==> config.mk <==
export PLATFORM = sky130hd
export DESIGN_NAME = circulation_pump_scheduler_top
export DESIGN_NICKNAME = d
export VERILOG_FILES = /design/src/cps_pkg.sv /design/src/cps_cfg.sv /design/src/cps_core.sv /design/src/circulation_pump_scheduler_top.sv
export SDC_FILE = /design/constraint.sdc
export NUM_CORES = 1
export LEC_CHECK = 0
export ABC_AREA = 1
export BUFFER_PORTS_ARGS = -buffer_cell sky130_fd_sc_hd__buf_4
export CORE_ASPECT_RATIO = 0.8
export CORE_UTILIZATION = 25
export DETAILED_ROUTE_END_ITERATION = 16
export GPL_TIMING_DRIVEN = 0
export PLACE_DENSITY_LB_ADDON = 0.08
export SETUP_SLACK_MARGIN = 0.3
export SYNTH_ARGS = -nofsm -noshare
export SYNTH_HDL_FRONTEND = slang
export SYNTH_SLANG_ARGS = --single-unit
==> constraint.sdc <==
create_clock -name clk -period 4.2 [get_ports clk]
set_clock_uncertainty 0.2 [all_clocks]
set_input_delay 0.84 -clock clk [delete_from_list [all_inputs] [get_ports clk]]
set_output_delay 0.84 -clock clk [all_outputs]
set_load 0.02 [all_outputs]
==> src/cps_pkg.sv <==
// Shared types, codes and reset constants of the circulation pump scheduler.
`default_nettype none
package cps_pkg;

    typedef enum logic [1:0] {
        MODE_IDLE = 2'd0,
        MODE_RUN  = 2'd1,
        MODE_LOCK = 2'd2
    } mode_t;

    typedef enum logic [1:0] {
        KIND_TICK     = 2'd0,
        KIND_RUN_REQ  = 2'd1,
        KIND_STOP_REQ = 2'd2
    } kind_t;

    typedef enum logic [2:0] {
        REG_RUN_DURATION   = 3'd0,
        REG_LOCKOUT        = 3'd1,
        REG_WINDOW_START   = 3'd2,
        REG_WINDOW_END     = 3'd3,
        REG_DAY_START      = 3'd4,
        REG_HYGIENE_INTVL  = 3'd5
    } reg_index_t;

    localparam int MS_W    = 27;
    localparam int HOUR_W  = 5;
    localparam int INTVL_W = 20;
    localparam int DAY_W   = 9;
    localparam int CFG_DATA_W = 27;
    localparam int CFG_INDEX_W = 3;
    localparam int IN_TDATA_W = 80;
    localparam int OUT_TDATA_W = 8;

    localparam logic [MS_W-1:0]    RESET_RUN_DURATION  = 27'd300000;
    localparam logic [MS_W-1:0]    RESET_LOCKOUT       = 27'd1800000;
    localparam logic [HOUR_W-1:0]  RESET_WINDOW_START  = 5'd6;
    localparam logic [HOUR_W-1:0]  RESET_WINDOW_END    = 5'd22;
    localparam logic [HOUR_W-1:0]  RESET_DAY_START     = 5'd6;
    localparam logic [INTVL_W-1:0] RESET_HYGIENE_INTVL = 20'd28800;

    typedef struct packed {
        logic [MS_W-1:0]    run_duration_ms;
        logic [MS_W-1:0]    lockout_ms;
        logic [HOUR_W-1:0]  window_start_hour;
        logic [HOUR_W-1:0]  window_end_hour;
        logic [HOUR_W-1:0]  day_start_hour;
        logic [INTVL_W-1:0] hygiene_interval_s;
    } cfg_t;

    typedef struct packed {
        logic [1:0]        kind;
        logic [31:0]       mono_ms;
        logic [31:0]       wall_seconds;
        logic [HOUR_W-1:0] hour;
        logic [DAY_W-1:0]  day_of_year;
        logic              clock_synced;
    } item_t;

    typedef struct packed {
        logic       request_accepted;
        logic       pump_on;
        logic [1:0] mode;
        logic       run_started;
        logic       run_stopped;
    } result_t;

endpackage
`default_nettype wire

==> src/cps_cfg.sv <==
// Configuration register file of the circulation pump scheduler.
`default_nettype none
module cps_cfg
(
    input  wire logic                              clk,
    input  wire logic                              rst_n,
    input  wire logic                              wr_en,
    input  wire logic [cps_pkg::CFG_INDEX_W-1:0]   wr_index,
    input  wire logic [cps_pkg::CFG_DATA_W-1:0]    wr_data,
    output cps_pkg::cfg_t                          cfg
);

    cps_pkg::cfg_t cfg_reg;

    always_ff @(posedge clk or negedge rst_n)
    begin
        if (!rst_n)
        begin
            cfg_reg.run_duration_ms    <= cps_pkg::RESET_RUN_DURATION;
            cfg_reg.lockout_ms         <= cps_pkg::RESET_LOCKOUT;
            cfg_reg.window_start_hour  <= cps_pkg::RESET_WINDOW_START;
            cfg_reg.window_end_hour    <= cps_pkg::RESET_WINDOW_END;
            cfg_reg.day_start_hour     <= cps_pkg::RESET_DAY_START;
            cfg_reg.hygiene_interval_s <= cps_pkg::RESET_HYGIENE_INTVL;
        end
        else if (wr_en)
        begin
            case (wr_index)
                cps_pkg::REG_RUN_DURATION:
                    cfg_reg.run_duration_ms <= wr_data[cps_pkg::MS_W-1:0];
                cps_pkg::REG_LOCKOUT:
                    cfg_reg.lockout_ms <= wr_data[cps_pkg::MS_W-1:0];
                cps_pkg::REG_WINDOW_START:
                    cfg_reg.window_start_hour <= wr_data[cps_pkg::HOUR_W-1:0];
                cps_pkg::REG_WINDOW_END:
                    cfg_reg.window_end_hour <= wr_data[cps_pkg::HOUR_W-1:0];
                cps_pkg::REG_DAY_START:
                    cfg_reg.day_start_hour <= wr_data[cps_pkg::HOUR_W-1:0];
                cps_pkg::REG_HYGIENE_INTVL:
                    cfg_reg.hygiene_interval_s <= wr_data[cps_pkg::INTVL_W-1:0];
                default:
                begin
                end
            endcase
        end
    end

    assign cfg = cfg_reg;

endmodule
`default_nettype wire

==> src/cps_core.sv <==
// Controller state and the per-beat next-state and result logic.
`default_nettype none
module cps_core
(
    input  wire logic            clk,
    input  wire logic            rst_n,
    input  wire logic            commit,
    input  wire cps_pkg::item_t  item,
    input  wire cps_pkg::cfg_t   cfg,
    output cps_pkg::result_t     result
);

    cps_pkg::mode_t                 mode_reg, mode_next;
    logic [31:0]                    entry_ms_reg, entry_ms_next;
    logic [31:0]                    last_end_s_reg, last_end_s_next;
    logic [cps_pkg::DAY_W-1:0]      done_day_reg, done_day_next;
    logic                           done_valid_reg, done_valid_next;
    logic                           sync_reg, sync_next;
    logic                           run_pend_reg, run_pend_next;
    logic                           stop_pend_reg, stop_pend_next;

    logic [31:0] ms_elapsed;
    logic [32:0] s_elapsed;
    logic        run_expired;
    logic        lock_expired;
    logic        hygiene_due;
    logic        sync_now;
    logic        in_window;
    logic        daily_due;
    logic        accepted;
    logic        started;
    logic        stopped;

    assign ms_elapsed   = item.mono_ms - entry_ms_reg;
    assign run_expired  = ms_elapsed >= {5'd0, cfg.run_duration_ms};
    assign lock_expired = ms_elapsed >= {5'd0, cfg.lockout_ms};
    assign s_elapsed    = {1'b0, item.wall_seconds} - {1'b0, last_end_s_reg};
    assign hygiene_due  = (last_end_s_reg != 32'd0) && !s_elapsed[32]
                          && (s_elapsed[31:0] >= {12'd0, cfg.hygiene_interval_s});
    assign sync_now     = sync_reg || item.clock_synced;
    assign in_window    = (item.hour >= cfg.window_start_hour)
                          && (item.hour < cfg.window_end_hour);
    assign daily_due    = (item.hour == cfg.day_start_hour)
                          && !(done_valid_reg && (done_day_reg == item.day_of_year));

    always_comb
    begin
        mode_next       = mode_reg;
        entry_ms_next   = entry_ms_reg;
        last_end_s_next = last_end_s_reg;
        done_day_next   = done_day_reg;
        done_valid_next = done_valid_reg;
        sync_next       = sync_reg;
        run_pend_next   = run_pend_reg;
        stop_pend_next  = stop_pend_reg;
        accepted        = 1'b0;
        started         = 1'b0;
        stopped         = 1'b0;

        case (item.kind)
            cps_pkg::KIND_TICK:
            begin
                if (stop_pend_reg)
                begin
                    stop_pend_next = 1'b0;
                    if (mode_reg == cps_pkg::MODE_RUN)
                    begin
                        mode_next       = cps_pkg::MODE_LOCK;
                        entry_ms_next   = item.mono_ms;
                        last_end_s_next = item.wall_seconds;
                        stopped         = 1'b1;
                    end
                end
                else if (mode_reg == cps_pkg::MODE_RUN)
                begin
                    if (run_expired)
                    begin
                        mode_next       = cps_pkg::MODE_LOCK;
                        entry_ms_next   = item.mono_ms;
                        last_end_s_next = item.wall_seconds;
                        stopped         = 1'b1;
                    end
                end
                else if (mode_reg == cps_pkg::MODE_LOCK)
                begin
                    if (lock_expired)
                    begin
                        mode_next     = cps_pkg::MODE_IDLE;
                        entry_ms_next = item.mono_ms;
                    end
                end
                else if (run_pend_reg)
                begin
                    run_pend_next = 1'b0;
                    mode_next     = cps_pkg::MODE_RUN;
                    entry_ms_next = item.mono_ms;
                    started       = 1'b1;
                end
                else
                begin
                    sync_next = sync_now;
                    if (sync_now)
                    begin
                        if (!in_window)
                        begin
                            if (item.hour == '0)
                            begin
                                done_valid_next = 1'b0;
                            end
                        end
                        else if (daily_due)
                        begin
                            done_day_next   = item.day_of_year;
                            done_valid_next = 1'b1;
                            mode_next       = cps_pkg::MODE_RUN;
                            entry_ms_next   = item.mono_ms;
                            started         = 1'b1;
                        end
                        else if (hygiene_due)
                        begin
                            mode_next     = cps_pkg::MODE_RUN;
                            entry_ms_next = item.mono_ms;
                            started       = 1'b1;
                        end
                    end
                end
            end
            cps_pkg::KIND_RUN_REQ:
            begin
                if (mode_reg != cps_pkg::MODE_LOCK)
                begin
                    run_pend_next = 1'b1;
                    accepted      = 1'b1;
                end
            end
            cps_pkg::KIND_STOP_REQ:
            begin
                stop_pend_next = 1'b1;
            end
            default:
            begin
            end
        endcase
    end

    always_ff @(posedge clk or negedge rst_n)
    begin
        if (!rst_n)
        begin
            mode_reg       <= cps_pkg::MODE_IDLE;
            entry_ms_reg   <= '0;
            last_end_s_reg <= '0;
            done_day_reg   <= '0;
            done_valid_reg <= 1'b0;
            sync_reg       <= 1'b0;
            run_pend_reg   <= 1'b0;
            stop_pend_reg  <= 1'b0;
        end
        else if (commit)
        begin
            mode_reg       <= mode_next;
            entry_ms_reg   <= entry_ms_next;
            last_end_s_reg <= last_end_s_next;
            done_day_reg   <= done_day_next;
            done_valid_reg <= done_valid_next;
            sync_reg       <= sync_next;
            run_pend_reg   <= run_pend_next;
            stop_pend_reg  <= stop_pend_next;
        end
    end

    assign result.request_accepted = accepted;
    assign result.pump_on          = (mode_next == cps_pkg::MODE_RUN);
    assign result.mode             = mode_next;
    assign result.run_started      = started;
    assign result.run_stopped      = stopped;

endmodule
`default_nettype wire

==> src/circulation_pump_scheduler_top.sv <==
// Top level of the circulation pump scheduler: beat registers, config port and core.
//
// The scheduler takes one beat per item on the s_axis channel: a tick (which
// carries the time of day) or a run or stop request, selected by s_axis_tuser.
// Every input beat produces exactly one result beat on m_axis with the
// request acknowledgment, pump drive, controller mode and run start/stop flags.
// A beat is registered at the input, evaluated combinationally by the controller
// logic and captured in the result register, which offers it as the result beat.
// One beat per cycle is sustained while m_axis_tready is high; the controller
// state update is combinational logic of compares and subtractions.
// When m_axis_tready is low, the result register holds its beat, the input
// register fills and then s_axis_tready drops; nothing is lost or repeated.
// The configuration channel writes one register per beat (index 0 run
// duration, 1 lockout, 2 window start, 3 window end, 4 day start hour,
// 5 hygiene interval) and is always ready; write it only while idle.
// Reset clears the controller to idle, with no requests pending, no clock
// sync seen and the configuration registers at their default values.
`default_nettype none
module circulation_pump_scheduler_top
(
    input  wire logic                              clk,
    input  wire logic                              rst_n,
    input  wire logic                              s_axis_tvalid,
    output      logic                              s_axis_tready,
    // Fields from bit 0: mono_ms[31:0], wall_seconds[63:32], hour[68:64],
    // day_of_year[77:69], clock_synced[78], unused[79].
    input  wire logic [cps_pkg::IN_TDATA_W-1:0]    s_axis_tdata,
    // Fields from bit 0: kind[1:0].
    input  wire logic [1:0]                        s_axis_tuser,
    output      logic                              m_axis_tvalid,
    input  wire logic                              m_axis_tready,
    // Fields from bit 0: request_accepted[0], pump_on[1], mode[3:2],
    // run_started[4], run_stopped[5], zero fill[7:6].
    output      logic [cps_pkg::OUT_TDATA_W-1:0]   m_axis_tdata,
    input  wire logic                              cfg_valid,
    output      logic                              cfg_ready,
    input  wire logic [cps_pkg::CFG_INDEX_W-1:0]   cfg_index,
    input  wire logic [cps_pkg::CFG_DATA_W-1:0]    cfg_data
);

    cps_pkg::cfg_t    cfg;
    cps_pkg::item_t   item_reg;
    cps_pkg::result_t result;
    cps_pkg::result_t result_reg;
    logic             in_valid_reg;
    logic             out_valid_reg;
    logic             advance;
    logic             in_take;

    assign cfg_ready = 1'b1;

    cps_cfg u_cfg
    (
        .clk      (clk),
        .rst_n    (rst_n),
        .wr_en    (cfg_valid),
        .wr_index (cfg_index),
        .wr_data  (cfg_data),
        .cfg      (cfg)
    );

    assign advance       = in_valid_reg && (!out_valid_reg || m_axis_tready);
    assign s_axis_tready = !in_valid_reg || advance;
    assign in_take       = s_axis_tvalid && s_axis_tready;

    always_ff @(posedge clk or negedge rst_n)
    begin
        if (!rst_n)
        begin
            in_valid_reg  <= 1'b0;
            out_valid_reg <= 1'b0;
        end
        else
        begin
            if (in_take)
            begin
                in_valid_reg <= 1'b1;
            end
            else if (advance)
            begin
                in_valid_reg <= 1'b0;
            end
            if (advance)
            begin
                out_valid_reg <= 1'b1;
            end
            else if (m_axis_tready)
            begin
                out_valid_reg <= 1'b0;
            end
        end
    end

    always_ff @(posedge clk)
    begin
        if (in_take)
        begin
            item_reg.kind         <= s_axis_tuser;
            item_reg.mono_ms      <= s_axis_tdata[31:0];
            item_reg.wall_seconds <= s_axis_tdata[63:32];
            item_reg.hour         <= s_axis_tdata[68:64];
            item_reg.day_of_year  <= s_axis_tdata[77:69];
            item_reg.clock_synced <= s_axis_tdata[78];
        end
        if (advance)
        begin
            result_reg <= result;
        end
    end

    cps_core u_core
    (
        .clk    (clk),
        .rst_n  (rst_n),
        .commit (advance),
        .item   (item_reg),
        .cfg    (cfg),
        .result (result)
    );

    assign m_axis_tvalid = out_valid_reg;
    assign m_axis_tdata  = {2'b00,
                            result_reg.run_stopped,
                            result_reg.run_started,
                            result_reg.mode,
                            result_reg.pump_on,
                            result_reg.request_accepted};

endmodule
`default_nettype wire
==> flow_summary.yaml <==
hold_path:
  hp-class: "primary input to asynchronous set/reset pin"
timing:
  final_max_slew_viol_count: 0
  period_needed_ns: 4.407
  tns_ns: -6.636
  relSlewSlack_pct: 42.44
  finalSetupViolations: 64
  rsz0062_at_grt: "true"
  hold_ws_ns: 0.04984
  setup_ws_ns: -0.2073
  report.final.hold_viol_count: 0
  worstMarginPinSlew_ns: 0.8562
  period_share_pct: 104.9
  clock.fmax_ghz: 0.2269
place:
  io_buffers: 123
  gp_congestion: 0.8814
  pre_cts_ws_ns: -1.462
  dpl.hpwl_mm: 36.65
  placedCellCount: 2953
power:
  power.density_mw_per_mm2: 611.3
  leakage_nw: 10.25
  ir_drop_mv: 0.2467
routing:
  wl_per_cell_microns: 15.99
  viasPerCell: 4.322
  finalWirelength_mm: 49.54
  vias: 13390
  drt_iter0_drc: 733
  antenna_left: 0
  drc_errors: 0
  first_pass_iters: 5
logic_synthesis:
  yosysWarnings: 0
  synth_cell_types: 51
  synth_seq_cells: 257
  syn_avg_cell_area_sq_um: 8.071
  ys.flop_type: "dfrtp_1"
  synth_enable_flop_cells: 87
  async_reset_ff_share_pct: 66.15
  ys_seq_area_share_pct: 43.05
  syn_area_sq_mm: 0.01604
  synthCells: 1987
setup_path:
  reg2reg_slack_ns: -0.21
  end_kind: "flop"
  reg2reg_from: "item_reg[21]"
  critPathSlowestCell: "edfxtp_1"
  arrival_ns: 4.50
  startpoint_type: "flop"
  critPathMaxFanout: 4
  r2r_end: "m_axis_tdata[1]"
  ff2ff_path_depth: 31
  cp-startpoint: "item_reg[21]"
  required_ns: 4.29
  cpMostUsedCell: "nand2_2"
  worstSetupPathType: "flop to flop"
  cpPeakStageDelay_ns: 0.45
layout:
  nets: 2503
  drive_gt1_share_pct: 26.65
  layout.cells.non_filler: 3099
  antenna_cells: 0
  largest_reg_flops: 89
  synthToLayoutAreaGrowth_pct: 35.40
  nFillCells: 6676
  post-route-util_pct: 34.47
floorplanning:
  die_h_microns: 228.5
  fp.dieW_microns: 285.2
  rows: 82
  start_util_pct: 25.46
  core_area_sq_mm: 0.06300
  num_io_pins: 128
  die_area_sq_mm: 0.06517
clock_network:
  clkSinkCount: 257
  htreeDepth: 2
  insertion_delay_ns: 0.54
  clock_path_buffers: 3
  path_clk_slew_ns: 0.06
  cts_tree: "done"
  numCtsBuffers: 35
  clockRootBuffer: "clkbuf_16"
global_routing:
  grt_pass1_wl_mm: 77.57
  globalRouteOverflowTotal: 0
  grt_antenna_before_repair: 1
  grt_max_degree: 104
  grtUsageTotal_pct: 15.22
  grt_pass1_vias: 13500
flow_run:
  max-cap-violations: 0
run_status:
  status: "finished with violations"
  violations: "negative setup slack"
-- worst max-delay path, delay by kind of cell, from the launching register on --
kind | cells | cell delay, ns
and+or+nand+nor | 25 | 2.25
adders and majority gates | 2 | 0.58
AOI/OAI and AO/OA | 2 | 0.38
xor gates and xnor gates | 1 | 0.18
DFF | 1 | 0.45
buffers and inverters | 1 | 0.07
-- power breakdown --
group	internal, mW	total (mW)	switching [mW]
logic	2.81	6.69	3.88
registers	3.11	3.43	0.314
clock network	1.96	3.16	1.19
-- cells in the final DEF (no fill, tap or decap), drive strengths merged, types with 2 or more instances in the layout --
cell	count
nand2	534
inv	354
buf	222
ha	151
nor2	146
dfrtp	140
o21ai	132
a21oi	122
nand3	91
edfxtp	87
clkbuf	68
xor2	33
dfstp	30
nor3	23
xnor2	21
nand4	16
a31oi	11
nor4	11
a21o	10
a211oi	10
o21bai	6
bufinv	5
clkinv	5
mux2	4
o21a	3
nand3b	3
conb	3
fa	2
clkinvlp	2
and2	2
and3	2
-- cell families after synthesis --
logic type | after synthesis | synth area share [%]
other cells | 2 | 0.04683
compound gates | 301 | 10.77
flops | 257 | 43.05
simple gates | 830 | 21.42
mux | 4 | 0.2808
xor+xnor | 54 | 2.949
buf+inv | 386 | 9.463
fa+ha+maj | 153 | 12.03
-- layer usage --
layer  vias up  part of all wire [%]  wire (microns)  GRT usage (%)
li1       6894                     -               -              -
met1      6224                    52           25960          22.99
met2       225                    41           20430          22.25
met3        50                   4.6            2302          2.675
met4         0                   1.7             855          3.443
met5         -                     0               0              0
-- timing repair --
| action | 4_1_cts | 5_1_grt |
|---|---|---|
| cloned | 9 | 1 |
| endpoints found under the setup margin | 71 | 71 |
| gates resized for setup | 207 | 164 |
| hold buffers | 0 | 0 |
| pin swaps | 54 | 57 |
| buffers inserted | 44 | 29 |
-- synthesized netlist by cell type (21+ instances only) --
cell	count	area [sq um]
ha_1	151	1889
inv_1	352	1321
dfstp_2	30	788.3
nand3_1	85	425.4
o21ai_0	126	630.6
xor2_1	33	289.0
nor3_1	23	115.1
a21oi_1	102	510.5
dfrtp_1	140	3503
nand2_1	525	1971
nor2_1	145	544.3
edfxtp_1	87	2613
xnor2_1	21	183.9
-- layout make-up --
type                    count  area [sq um]  share of cell area (%)
multi-input cells        1346          9019                   41.53
clock inverters            14         211.5                  0.9737
inverters                 352          1326                   6.107
flip-flops and latches    257          6905                   31.80
plain buffers              34         271.5                   1.250
clock buffers              49         991.0                   4.563
well taps                 840          1051                   4.840
repair buffers            207          1941                   8.936
-- worst max path at each step --
stage,slack [ns],cells after the start,end
floorplan,0.49,34,m_axis_tdata[1]
global placement,-1.46,30,u_core.entry_ms_reg[31]
detailed placement,-1.46,30,u_core.entry_ms_reg[26]
CTS,-0.30,34,m_axis_tdata[1]
global route,-0.48,33,m_axis_tdata[1]
finish,-0.21,31,m_axis_tdata[1]
-- metrics by stage --
stage          area, sq um  power (mW)
6_report             21720       13.27
2_1_floorplan        16040       7.211
3_3_place_gp         18020       8.652
5_1_grt              21720       14.42
4_1_cts              20800       12.81
3_5_place_dp         18090       8.731
(Power assumes the default switching activity.)
